`config.mk`:
```
export PLATFORM = sky130hd
export DESIGN_NAME = quantized_weight_dot_product
export DESIGN_NICKNAME = d
export VERILOG_FILES = /design/src/rtl/qwdp_pkg.sv /design/src/rtl/qwdp_ctrl.sv /design/src/rtl/qwdp_datapath.sv /design/src/rtl/quantized_weight_dot_product.sv
export SDC_FILE = /design/constraint.sdc
export NUM_CORES = 2
export LEC_CHECK = 0
export BUFFER_PORTS_ARGS = -buffer_cell sky130_fd_sc_hd__buf_2
export CAP_MARGIN = 20
export CORE_ASPECT_RATIO = 1.75
export CORE_MARGIN = 10
export CORE_UTILIZATION = 40
export CTS_BUF_LIST = sky130_fd_sc_hd__clkbuf_16
export CTS_CLUSTER_DIAMETER = 30
export CTS_CLUSTER_SIZE = 20
export DETAILED_ROUTE_END_ITERATION = 8
export SYNTH_ARGS = -nofsm -noshare
export SYNTH_HDL_FRONTEND = slang
export SYNTH_SLANG_ARGS = --single-unit
```
`constraint.sdc`:
```
create_clock -name clk_i -period 6.98 [get_ports clk_i]
set_clock_uncertainty 0.1 [all_clocks]
set_input_delay 0.698 -clock clk_i [delete_from_list [all_inputs] [get_ports clk_i]]
set_output_delay 0.698 -clock clk_i [all_outputs]
set_load 0.01 [all_outputs]
```
`src/rtl/qwdp_pkg.sv`:
```
// Shared constants and control types for the quantized-weight dot product.
`timescale 1ns / 1ps

package qwdp_pkg;

  // Fixed field widths
  localparam int ACT_W      = 16;  // activation, signed Q3.12
  localparam int BYTE_W     = 8;   // stored weight byte
  localparam int NIB_W      = 4;   // one 4-bit code
  localparam int SCALE_W    = 24;  // scale, unsigned Q8.16
  localparam int ZP_W       = 24;  // zero point, signed Q7.16
  localparam int CODE_W     = 9;   // signed code fed to the weight multiplier
  localparam int WPROD_W    = 34;  // code times scale plus zero point, full width
  localparam int WEIGHT_W   = 32;  // dequantized weight, signed Q.16
  localparam int PROD_W     = 48;  // weight times activation, signed Q.28
  localparam int OUT_W      = 48;  // emitted sum, signed Q19.28

  localparam logic [NIB_W-1:0] NIB_MASK = 4'hF;

  // Configuration port
  localparam int CFG_ADDR_W = 3;
  localparam int CFG_DATA_W = 32;
  // Register index (word address bit)
  localparam logic REG_QUANT_MODE = 1'b0;
  // quant_mode codes
  localparam logic MODE_INT4_GROUPED = 1'b0;
  localparam logic MODE_INT8_ROW     = 1'b1;

  // Controller states, one-hot
  typedef enum logic [3:0] {
    ST_IDLE   = 4'b0001,
    ST_WEIGHT = 4'b0010,
    ST_PROD   = 4'b0100,
    ST_ACC    = 4'b1000
  } qwdp_state_e;

  // Controller to datapath
  typedef struct packed {
    logic load;       // capture the input word
    logic weight_en;  // register the dequantized weight
    logic prod_en;    // register weight times activation
    logic acc_en;     // update the accumulator
    logic emit;       // load the output register and clear the sum
  } qwdp_cmd_t;

  // Datapath to controller
  typedef struct packed {
    logic last;       // captured word closes the dot product
    logic out_free;   // output register can take a new word
  } qwdp_status_t;

endpackage

```
`src/rtl/qwdp_ctrl.sv`:
```
// Sequencing state machine for the quantized-weight dot product.
`timescale 1ns / 1ps

module qwdp_ctrl (
  input  logic                  clk_i,
  input  logic                  rst_ni,
  input  logic                  in_valid_i,
  output logic                  in_stall_o,
  input  qwdp_pkg::qwdp_status_t status_i,
  output qwdp_pkg::qwdp_cmd_t    cmd_o
);
  import qwdp_pkg::*;

  qwdp_state_e state_q, state_d;
  logic        accept;
  logic        acc_go;

  // Only the idle state takes a new word
  assign in_stall_o = (state_q != ST_IDLE);
  assign accept     = in_valid_i && (state_q == ST_IDLE);

  // Last word waits in ACC until the output register frees up
  assign acc_go = (state_q == ST_ACC) && (!status_i.last || status_i.out_free);

  // Commands
  always_comb begin
    cmd_o.load      = accept;
    cmd_o.weight_en = (state_q == ST_WEIGHT);
    cmd_o.prod_en   = (state_q == ST_PROD);
    cmd_o.acc_en    = acc_go;
    cmd_o.emit      = acc_go && status_i.last;
  end

  // Next state
  always_comb begin
    state_d = state_q;
    case (state_q)
      ST_IDLE: begin
        if (accept) state_d = ST_WEIGHT;
      end
      ST_WEIGHT: state_d = ST_PROD;
      ST_PROD:   state_d = ST_ACC;
      ST_ACC: begin
        if (acc_go) state_d = ST_IDLE;
      end
      default:   state_d = ST_IDLE;
    endcase
  end

  always_ff @(posedge clk_i or negedge rst_ni) begin
    if (!rst_ni) begin
      state_q <= ST_IDLE;
    end else begin
      state_q <= state_d;
    end
  end

endmodule

```
`src/rtl/qwdp_datapath.sv`:
```
// Dequantize, multiply and saturating accumulate datapath with output register.
`timescale 1ns / 1ps

module qwdp_datapath #(
  parameter int ACC_WIDTH = 48
) (
  input  logic                                clk_i,
  input  logic                                rst_ni,
  input  qwdp_pkg::qwdp_cmd_t                  cmd_i,
  output qwdp_pkg::qwdp_status_t               status_o,
  input  logic                                quant_mode_i,
  input  logic signed [qwdp_pkg::ACT_W-1:0]   activation_i,
  input  logic        [qwdp_pkg::BYTE_W-1:0]  weight_byte_i,
  input  logic                                nibble_high_i,
  input  logic        [qwdp_pkg::SCALE_W-1:0] group_scale_i,
  input  logic signed [qwdp_pkg::ZP_W-1:0]    group_zero_point_i,
  input  logic                                last_element_i,
  input  logic                                out_stall_i,
  output logic                                out_valid_o,
  output logic signed [qwdp_pkg::OUT_W-1:0]   dot_product_o,
  output logic                                saturated_o
);
  import qwdp_pkg::*;

  // Sum width: one guard bit over the wider of accumulator and product
  localparam int SUM_W = ((ACC_WIDTH > PROD_W) ? ACC_WIDTH : PROD_W) + 1;

  // Captured input word
  logic signed [ACT_W-1:0]   act_q;
  logic        [BYTE_W-1:0]  byte_q;
  logic                      hi_q;
  logic        [SCALE_W-1:0] scale_q;
  logic signed [ZP_W-1:0]    zp_q;
  logic                      last_q;

  always_ff @(posedge clk_i) begin
    if (cmd_i.load) begin
      act_q   <= activation_i;
      byte_q  <= weight_byte_i;
      hi_q    <= nibble_high_i;
      scale_q <= group_scale_i;
      zp_q    <= group_zero_point_i;
      last_q  <= last_element_i;
    end
  end

  // Weight: signed code times scale, plus zero point in 4-bit mode
  logic        [NIB_W-1:0]    nib;
  logic signed [CODE_W-1:0]   code;
  logic signed [SCALE_W:0]    scale_s;
  logic signed [WPROD_W-1:0]  zp_ext;
  logic signed [WPROD_W-1:0]  weight_full;
  logic signed [WEIGHT_W-1:0] deq_weight_q;

  assign nib     = (hi_q ? byte_q[BYTE_W-1:NIB_W] : byte_q[NIB_W-1:0]) & NIB_MASK;
  assign code    = (quant_mode_i == MODE_INT8_ROW)
                 ? $signed({byte_q[BYTE_W-1], byte_q})
                 : $signed({{(CODE_W-NIB_W){1'b0}}, nib});
  assign scale_s = $signed({1'b0, scale_q});
  assign zp_ext  = (quant_mode_i == MODE_INT8_ROW)
                 ? '0
                 : $signed({{(WPROD_W-ZP_W){zp_q[ZP_W-1]}}, zp_q});
  assign weight_full = code * scale_s + zp_ext;

  always_ff @(posedge clk_i) begin
    if (cmd_i.weight_en) deq_weight_q <= weight_full[WEIGHT_W-1:0];
  end

  // Product: weight times activation
  logic signed [PROD_W-1:0] prod_d, prod_q;

  assign prod_d = deq_weight_q * act_q;

  always_ff @(posedge clk_i) begin
    if (cmd_i.prod_en) prod_q <= prod_d;
  end

  // Saturating accumulate
  logic signed [ACC_WIDTH-1:0] acc_q, acc_d;
  logic                        clip_q;
  logic signed [SUM_W-1:0]     sum;
  logic [SUM_W-ACC_WIDTH:0]    sum_top;
  logic                        ovf_pos, ovf_neg;

  assign sum = $signed({{(SUM_W-ACC_WIDTH){acc_q[ACC_WIDTH-1]}}, acc_q})
             + $signed({{(SUM_W-PROD_W){prod_q[PROD_W-1]}}, prod_q});
  assign sum_top = sum[SUM_W-1:ACC_WIDTH-1];
  assign ovf_pos = !sum[SUM_W-1] && (sum_top != '0);
  assign ovf_neg = sum[SUM_W-1] && (sum_top != '1);

  always_comb begin
    if (ovf_pos) begin
      acc_d = $signed({1'b0, {(ACC_WIDTH-1){1'b1}}});
    end else if (ovf_neg) begin
      acc_d = $signed({1'b1, {(ACC_WIDTH-1){1'b0}}});
    end else begin
      acc_d = sum[ACC_WIDTH-1:0];
    end
  end

  // Fit the new sum to the output width: clip if wider, sign-extend if narrower
  logic signed [OUT_W-1:0] out_val;
  logic                    out_clip;

  generate
    if (ACC_WIDTH > OUT_W) begin : g_out_clip
      logic [ACC_WIDTH-OUT_W:0] acc_top;
      assign acc_top = acc_d[ACC_WIDTH-1:OUT_W-1];
      always_comb begin
        out_clip = 1'b1;
        if (!acc_d[ACC_WIDTH-1] && (acc_top != '0)) begin
          out_val = $signed({1'b0, {(OUT_W-1){1'b1}}});
        end else if (acc_d[ACC_WIDTH-1] && (acc_top != '1)) begin
          out_val = $signed({1'b1, {(OUT_W-1){1'b0}}});
        end else begin
          out_val  = acc_d[OUT_W-1:0];
          out_clip = 1'b0;
        end
      end
    end else if (ACC_WIDTH == OUT_W) begin : g_out_same
      assign out_val  = acc_d;
      assign out_clip = 1'b0;
    end else begin : g_out_ext
      assign out_val  = $signed({{(OUT_W-ACC_WIDTH){acc_d[ACC_WIDTH-1]}}, acc_d});
      assign out_clip = 1'b0;
    end
  endgenerate

  always_ff @(posedge clk_i or negedge rst_ni) begin
    if (!rst_ni) begin
      acc_q  <= '0;
      clip_q <= 1'b0;
    end else if (cmd_i.emit) begin
      acc_q  <= '0;
      clip_q <= 1'b0;
    end else if (cmd_i.acc_en) begin
      acc_q  <= acc_d;
      clip_q <= clip_q | ovf_pos | ovf_neg;
    end
  end

  // Output register
  logic                    out_valid_q;
  logic signed [OUT_W-1:0] dot_q;
  logic                    sat_q;

  always_ff @(posedge clk_i or negedge rst_ni) begin
    if (!rst_ni) begin
      out_valid_q <= 1'b0;
    end else if (cmd_i.emit) begin
      out_valid_q <= 1'b1;
    end else if (!out_stall_i) begin
      out_valid_q <= 1'b0;
    end
  end

  always_ff @(posedge clk_i) begin
    if (cmd_i.emit) begin
      dot_q <= out_val;
      sat_q <= clip_q | ovf_pos | ovf_neg | out_clip;
    end
  end

  assign out_valid_o   = out_valid_q;
  assign dot_product_o = dot_q;
  assign saturated_o   = sat_q;

  // Status
  assign status_o.last     = last_q;
  assign status_o.out_free = !out_valid_q || !out_stall_i;

endmodule

```
`src/rtl/quantized_weight_dot_product.sv`:
```
// Top level: quantized-weight dot product with APB configuration port.
`timescale 1ns / 1ps

// Dequantize-and-accumulate engine for one element of a quantized
// matrix-vector product. Each accepted word (activation, weight byte, nibble
// select, group scale, zero point, last flag) is dequantized, multiplied by
// its activation and added into a saturating accumulator; the word flagged
// last emits the Q19.28 sum and a clip flag, then clears the sum. A word
// goes through capture, weight multiply (code x scale, plus zero point in
// 4-bit mode), activation multiply (32x16) and accumulate, in that order;
// in_stall_o is high from weight multiply through accumulate. A last word
// holds accumulate until the output register is free, so a result held by
// out_stall_i delays only a next result that is ready to leave. quant_mode
// sits at byte address 0 (0 = 4-bit grouped, 1 = signed 8-bit per row); the
// user must write it only while the block is idle; nothing enforces this.
module quantized_weight_dot_product #(
  parameter int ACC_WIDTH = 48
) (
  input  logic                                   clk_i,
  input  logic                                   rst_ni,
  // configuration
  input  logic                                   psel,
  input  logic                                   penable,
  input  logic                                   pwrite,
  input  logic        [qwdp_pkg::CFG_ADDR_W-1:0] paddr,
  input  logic        [qwdp_pkg::CFG_DATA_W-1:0] pwdata,
  output logic        [qwdp_pkg::CFG_DATA_W-1:0] prdata,
  output logic                                   pready,
  // input words
  input  logic                                   in_valid_i,
  output logic                                   in_stall_o,
  input  logic signed [qwdp_pkg::ACT_W-1:0]      activation_i,
  input  logic        [qwdp_pkg::BYTE_W-1:0]     weight_byte_i,
  input  logic                                   nibble_high_i,
  input  logic        [qwdp_pkg::SCALE_W-1:0]    group_scale_i,
  input  logic signed [qwdp_pkg::ZP_W-1:0]       group_zero_point_i,
  input  logic                                   last_element_i,
  // result words
  output logic                                   out_valid_o,
  input  logic                                   out_stall_i,
  output logic signed [qwdp_pkg::OUT_W-1:0]      dot_product_o,
  output logic                                   saturated_o
);
  import qwdp_pkg::*;

  // Configuration register
  logic quant_mode_q;
  logic cfg_wr;
  logic reg_sel;

  assign pready  = 1'b1;
  assign reg_sel = (paddr[CFG_ADDR_W-1] == REG_QUANT_MODE);
  assign cfg_wr  = psel && penable && pwrite && pready && reg_sel;
  assign prdata  = reg_sel ? {{(CFG_DATA_W-1){1'b0}}, quant_mode_q} : '0;

  always_ff @(posedge clk_i or negedge rst_ni) begin
    if (!rst_ni) begin
      quant_mode_q <= MODE_INT4_GROUPED;
    end else if (cfg_wr) begin
      quant_mode_q <= pwdata[0];
    end
  end

  // Controller and datapath
  qwdp_cmd_t    cmd;
  qwdp_status_t status;

  qwdp_ctrl u_ctrl (
    .clk_i      (clk_i),
    .rst_ni     (rst_ni),
    .in_valid_i (in_valid_i),
    .in_stall_o (in_stall_o),
    .status_i   (status),
    .cmd_o      (cmd)
  );

  qwdp_datapath #(
    .ACC_WIDTH (ACC_WIDTH)
  ) u_datapath (
    .clk_i              (clk_i),
    .rst_ni             (rst_ni),
    .cmd_i              (cmd),
    .status_o           (status),
    .quant_mode_i       (quant_mode_q),
    .activation_i       (activation_i),
    .weight_byte_i      (weight_byte_i),
    .nibble_high_i      (nibble_high_i),
    .group_scale_i      (group_scale_i),
    .group_zero_point_i (group_zero_point_i),
    .last_element_i     (last_element_i),
    .out_stall_i        (out_stall_i),
    .out_valid_o        (out_valid_o),
    .dot_product_o      (dot_product_o),
    .saturated_o        (saturated_o)
  );

  // One word in flight at a time
  a_no_back_to_back: assert property (@(posedge clk_i) disable iff (!rst_ni)
    (in_valid_i && !in_stall_o) |=> in_stall_o)
    else $error("input taken while previous word still in flight");

  // A result only appears while a word is being worked on
  a_result_from_work: assert property (@(posedge clk_i) disable iff (!rst_ni)
    $rose(out_valid_o) |-> $past(in_stall_o))
    else $error("result appeared with no word in flight");

  // Idle cycle never produces a result on the next edge
  a_idle_no_result: assert property (@(posedge clk_i) disable iff (!rst_ni)
    !in_stall_o |=> !$rose(out_valid_o))
    else $error("result rose right after idle cycle");

endmodule
```
# Word level (Yosys, flattened, before mapping)

Index checks and enable logic that the tools add are counted.

Register bits: 258
Input bits: 116
Output and inout port bits: 84

$add $sub $neg: 2
$mul: 2
Equal/unequal tests: 9
Muxes and demuxes: 15
Bitwise operators: 3
Reduce and logical (&&, ||, !) cells: 17

Operators with widths:

| operator                                             | count |
|---|---|
| 2-to-1 mux 48 bit                                    | 4 |
| adder 48 x 48 -> 49 bit                              | 1 |
| multiplier 32 x 16 -> 48 bit                         | 1 |
| adder 32 bit                                         | 1 |
| multiplier 9 x 25 -> 32 bit                          | 1 |
| 2-to-1 mux 32 bit                                    | 1 |
| one-hot mux 4 bit (4 select lines)                   | 1 |
| 2-to-1 mux 4 bit                                     | 3 |
| 2-to-1 mux 9 bit                                     | 1 |
| logical AND 1 bit                                    | 8 |
| != test 2 x 1 -> 1 bit (second input constant)       | 3 |
| 2-to-1 mux 1 bit                                     | 5 |
| equality test 4 x 1 -> 1 bit (second input constant) | 1 |
| equality test 4 x 2 -> 1 bit (second input constant) | 1 |
| equality test 4 x 3 -> 1 bit (second input constant) | 1 |
| equality test 4 bit (second input constant)          | 1 |
| zero test 1 bit                                      | 4 |
| != test 4 x 1 -> 1 bit (second input constant)       | 1 |
| nonzero test 2 bit                                   | 2 |
| logical OR 1 bit                                     | 2 |
| != test 2 bit (second input constant)                | 1 |
| OR 1 bit                                             | 2 |
| AND reduction 2 bit                                  | 1 |
| NOT 1 bit                                            | 1 |

# Longest topological paths before layout

Depth after elaboration: 7
Mapped depth: 24

# Cells and area by module

A second synthesis with hierarchy kept.

Cells, all modules: 3809
Area total of the unflattened synthesis: 37203.2 um^2

By module, submodules not included:

| module                       | instances | cells an instance | area each (um^2) |
|---|---|---|---|
| qwdp_datapath                | 1         | 3743              | 36645.1 |
| quantized_weight_dot_product | 1         | 38                | 301.5 |
| qwdp_ctrl                    | 1         | 28                | 256.5 |

# Worst setup path before layout

OpenSTA, ideal clock, no wires.

Kind: register -> register
From: register u_datapath.deq_weight_q[10]
To: register u_datapath.prod_q[42] (data pin)
Arrival time: 6.131 ns
Setup slack: 0.484 ns
Stages on the path, launching flop included: 21
Cells stage by stage: edfxtp_1 > clkbuf_1 > nand2_1 > fa_1 > fa_1 > fa_1 > fa_1 > inv_1 > fa_1 > fa_1 > ha_1 > and4_1 > and2_1 > a211o_1 > a22oi_2 > o211ai_2 > a221o_1 > a31o_2 > a31oi_1 > o21ai_0 > xor2_1

Longest elaborated chain between the ends: 1

RTL lines:

| item                         | line                | RTL |
|---|---|---|
| start: declaration           | qwdp_datapath.sv:53 | `logic signed [WEIGHT_W-1:0] deq_weight_q;` |
| start signal: assignment     | qwdp_datapath.sv:66 | `if (cmd_i.weight_en) deq_weight_q <= weight_full[WEIGHT_W-1:0];` |
| multiplier 32 x 16 -> 48 bit | qwdp_datapath.sv:72 | `assign prod_d = deq_weight_q * act_q;` |
| via u_datapath.prod_d[42]    | qwdp_datapath.sv:70 | `logic signed [PROD_W-1:0] prod_d, prod_q;` |
| end signal: assignment       | qwdp_datapath.sv:75 | `if (cmd_i.prod_en) prod_q <= prod_d;` |
| end: declaration             | qwdp_datapath.sv:70 |  |

The timed path passes the listed nets, and every way through them passes these cells.
A chain may end at the register's enable or synchronous reset.

# Worst setup path after layout

From: register u_datapath.deq_weight_q[5]
To: register u_datapath.prod_q[40] (data pin)

Same word-level chain as after synthesis.

==> impl_metrics.env <==
export IMPL_netlist_area_leader_share_pct=36.0
export IMPL_place_detailed_hpwl_um=76500
export IMPL_vias=26214
export IMPL_numCtsBuffers=50
export IMPL_holdCritStartpoint="group_scale_i[4]"
export IMPL_io_pins=200
export IMPL_clk_latency_ps=600
export IMPL_antenna_found_initial=4
export IMPL_grt_max_degree=89
export IMPL_status="finished, final reports clean"
export IMPL_crit_fanout=6
export IMPL_setup_tns_ps=0
export IMPL_ctsHoldBuffers=0
export IMPL_slew_violations=0
export IMPL_worst_ep_required_time_ps=7300
export IMPL_die_area_mm2=0.106
export IMPL_antenna_left=0
export IMPL_cts_root_buf="clkbuf_16"
export IMPL_cts_htree_levels=2
export IMPL_fp_row_count=148
export IMPL_synth_most_common_cell="inv_1"
export IMPL_syn_avg_cell_area_um2=9.73
export IMPL_startpoint="u_datapath.deq_weight_q[5]"
export IMPL_max_freq_mhz=148
export IMPL_finalCritPeriodShare_pct=96.9
export IMPL_grt_pass1_wl_um=152000
export IMPL_synthCells=3835
export IMPL_setup_viol=0
export IMPL_grt_ovfl_total=0
export IMPL_timing_rr_start="u_datapath.deq_weight_q[5]"
export IMPL_drtPass1Iterations=5
export IMPL_synth_area_top_cells="fa_1 36%, edfxtp_1 16%, ha_1 8.2%"
export IMPL_critPathKind="register to register"
export IMPL_slew_headroom_pct=30.3
export IMPL_wl_per_cell_um=17.6
export IMPL_synth_edff_count=203
export IMPL_globalRouteTotalUtil_pct=17.6
export IMPL_ys_ff_latch=258
export IMPL_nets=5013
export IMPL_ys_top_cells_by_count="749 x inv_1, 670 x fa_1, 487 x nand2_1"
export IMPL_ys_seq_area_share_pct=20.0
export IMPL_clk_pin_slew_worst_paths_ps=50
export IMPL_cts_tree="built"
export IMPL_clock_sinks=258
export IMPL_drive_above_1_share_pct=10.0
export IMPL_die_h_um=424
export IMPL_worst_setup_path_start_kind="register"
export IMPL_fin_crit_ps=6760
export IMPL_wirelength_um=91900
export IMPL_core_area_mm2=0.0928
export IMPL_hold_ws_ps=171
export IMPL_max_cap_viol_count=0
export IMPL_gp_congestion=0.886
export IMPL_endpoint_kind="register"
export IMPL_fin_util_pct=44.9
export IMPL_cts_max_path_buffers=3
export IMPL_yosysUniqueCellTypes=80
export IMPL_grt_pass1_vias=29462
export IMPL_synth_area_mm2=0.0373
export IMPL_portBuffers=134
export IMPL_hold_viol_final=0
export IMPL_synth_ff_type="edfxtp_1"
export IMPL_async_flop_share_pct=21.3
export IMPL_hp_class="input pin to register"
export IMPL_r2r_setup_slack_ps=220
export IMPL_worstMarginPinSlew_ps=1040
export IMPL_vias_per_cell=5.02
export IMPL_synth_area_leader_cell="fa_1"
export IMPL_drc=0
export IMPL_crit_arrival_ps=7080
export IMPL_drtIter0Drc=1112
export IMPL_die_w_um=251
export IMPL_ys_warn_count=0
export IMPL_initial_core_util_pct=40.2
export IMPL_syn_to_final_growth_pct=11.6
[layout by cell type, fill, tap and decap left out, types with 39 or more instances in the layout]
cell type,count
and2_1,226
edfxtp_1,203
inv_1,753
and3_1,71
clkbuf_16,51
xnor2_1,84
nor2b_1,51
nand2_1,486
buf_4,120
fa_1,670
o21ai_0,61
a21oi_1,122
a21o_1,54
buf_2,134
ha_1,239
nand2b_1,39
nor2_1,162
dfrtp_1,53
[sequential cells by signal (all words and copies together), names as in the netlist]
register                  flops
u_datapath.prod_q            48
u_datapath.saturated_o        1
u_datapath.zp_q              24
u_datapath.act_q             16
u_datapath.byte_q             8
u_datapath.scale_q           24
u_datapath.out_valid_o        1
u_datapath.dot_product_o     48
quant_mode_q                  1
u_datapath.hi_q               1
u_datapath.deq_weight_q      32
u_ctrl.state_q                4
u_datapath.acc_q             48
u_datapath.clip_q             1
u_datapath.last_q             1
[kinds of logic (layout without fill, tap and decap cells)]
logic type      after synthesis  count (layout)  synth area share [%]
compound gates              424             424                  7.49
xor+xnor                    121             121                  2.84
fa+ha+maj                   943             943                  44.9
buf+inv                     949            1109                  9.91
flops                       258             258                  20.0
mux                           7               7                 0.235
other cells                   2              33                0.0201
simple gates               1131            1131                  14.6
[metal layers]
metal	vias up	track usage, %	wire [µm]
li1	12154	-	-
met1	13240	19.2	34600
met2	618	33.5	49700
met3	198	2.12	3560
met4	4	7.56	3990
met5	-	0	29
[layout make-up]
class / count / area (µm²)
Timing Repair Buffer: 267 / 1790
Sequential cell: 258 / 7470
Antenna cell: 1 / 2.50
Inverter: 749 / 2810
Clock buffer: 50 / 1250
Clock inverter: 43 / 405
Multi-Input combinational cell: 2658 / 26400
Fill cell: 8917 / 51200
Tap cell: 1200 / 1500
[repair_timing]
item | CTS | global route
gates resized for setup | 0 | 23
setup endpoints to repair | 0 | 13
buffers inserted | 0 | 12
endpoints found under the hold margin | 0 | 0
[path summary, 6_finish.rpt]
kind                            cells past startpoint               endpoint
worst min-delay path                                1  u_datapath.scale_q[4]
worst max-delay path                               22  u_datapath.prod_q[40]
min in group asynchronous                           2    u_datapath.acc_q[9]
max in group asynchronous                           2           quant_mode_q
worst max register to register                     22  u_datapath.prod_q[40]
worst min register to register                      2      u_datapath.clip_q
[critical path, stage by stage (launching register included)]
cell and delay (ps):
edfxtp_1 520, buf_6 190, and2_1 170, fa_1 530
inv_1 50, fa_1 390, fa_1 450, fa_1 490
inv_1 60, fa_1 480, fa_1 550, ha_4 220
buf_4 140, a21oi_1 110, o21ai_0 90, a211o_1 280
a22oi_2 240, o211ai_2 150, a221o_1 410, a211oi_2 320
o211ai_2 190, and3_1 210, nor4bb_1 250
[metrics by stage]
step,setup WS (ps),cells,cell area [µm²]
3_3_place_gp,73.1,5119,39700
3_5_place_dp,72.8,5119,39700
4_1_cts,68.1,5212,41400
2_1_floorplan,484,3865,37400
6_report,216,5226,41600
5_1_grt,-0.259,5225,41600
Power is not shown: default switching activity piles up to over one toggle a cycle in this logic, so the estimate is an artifact.
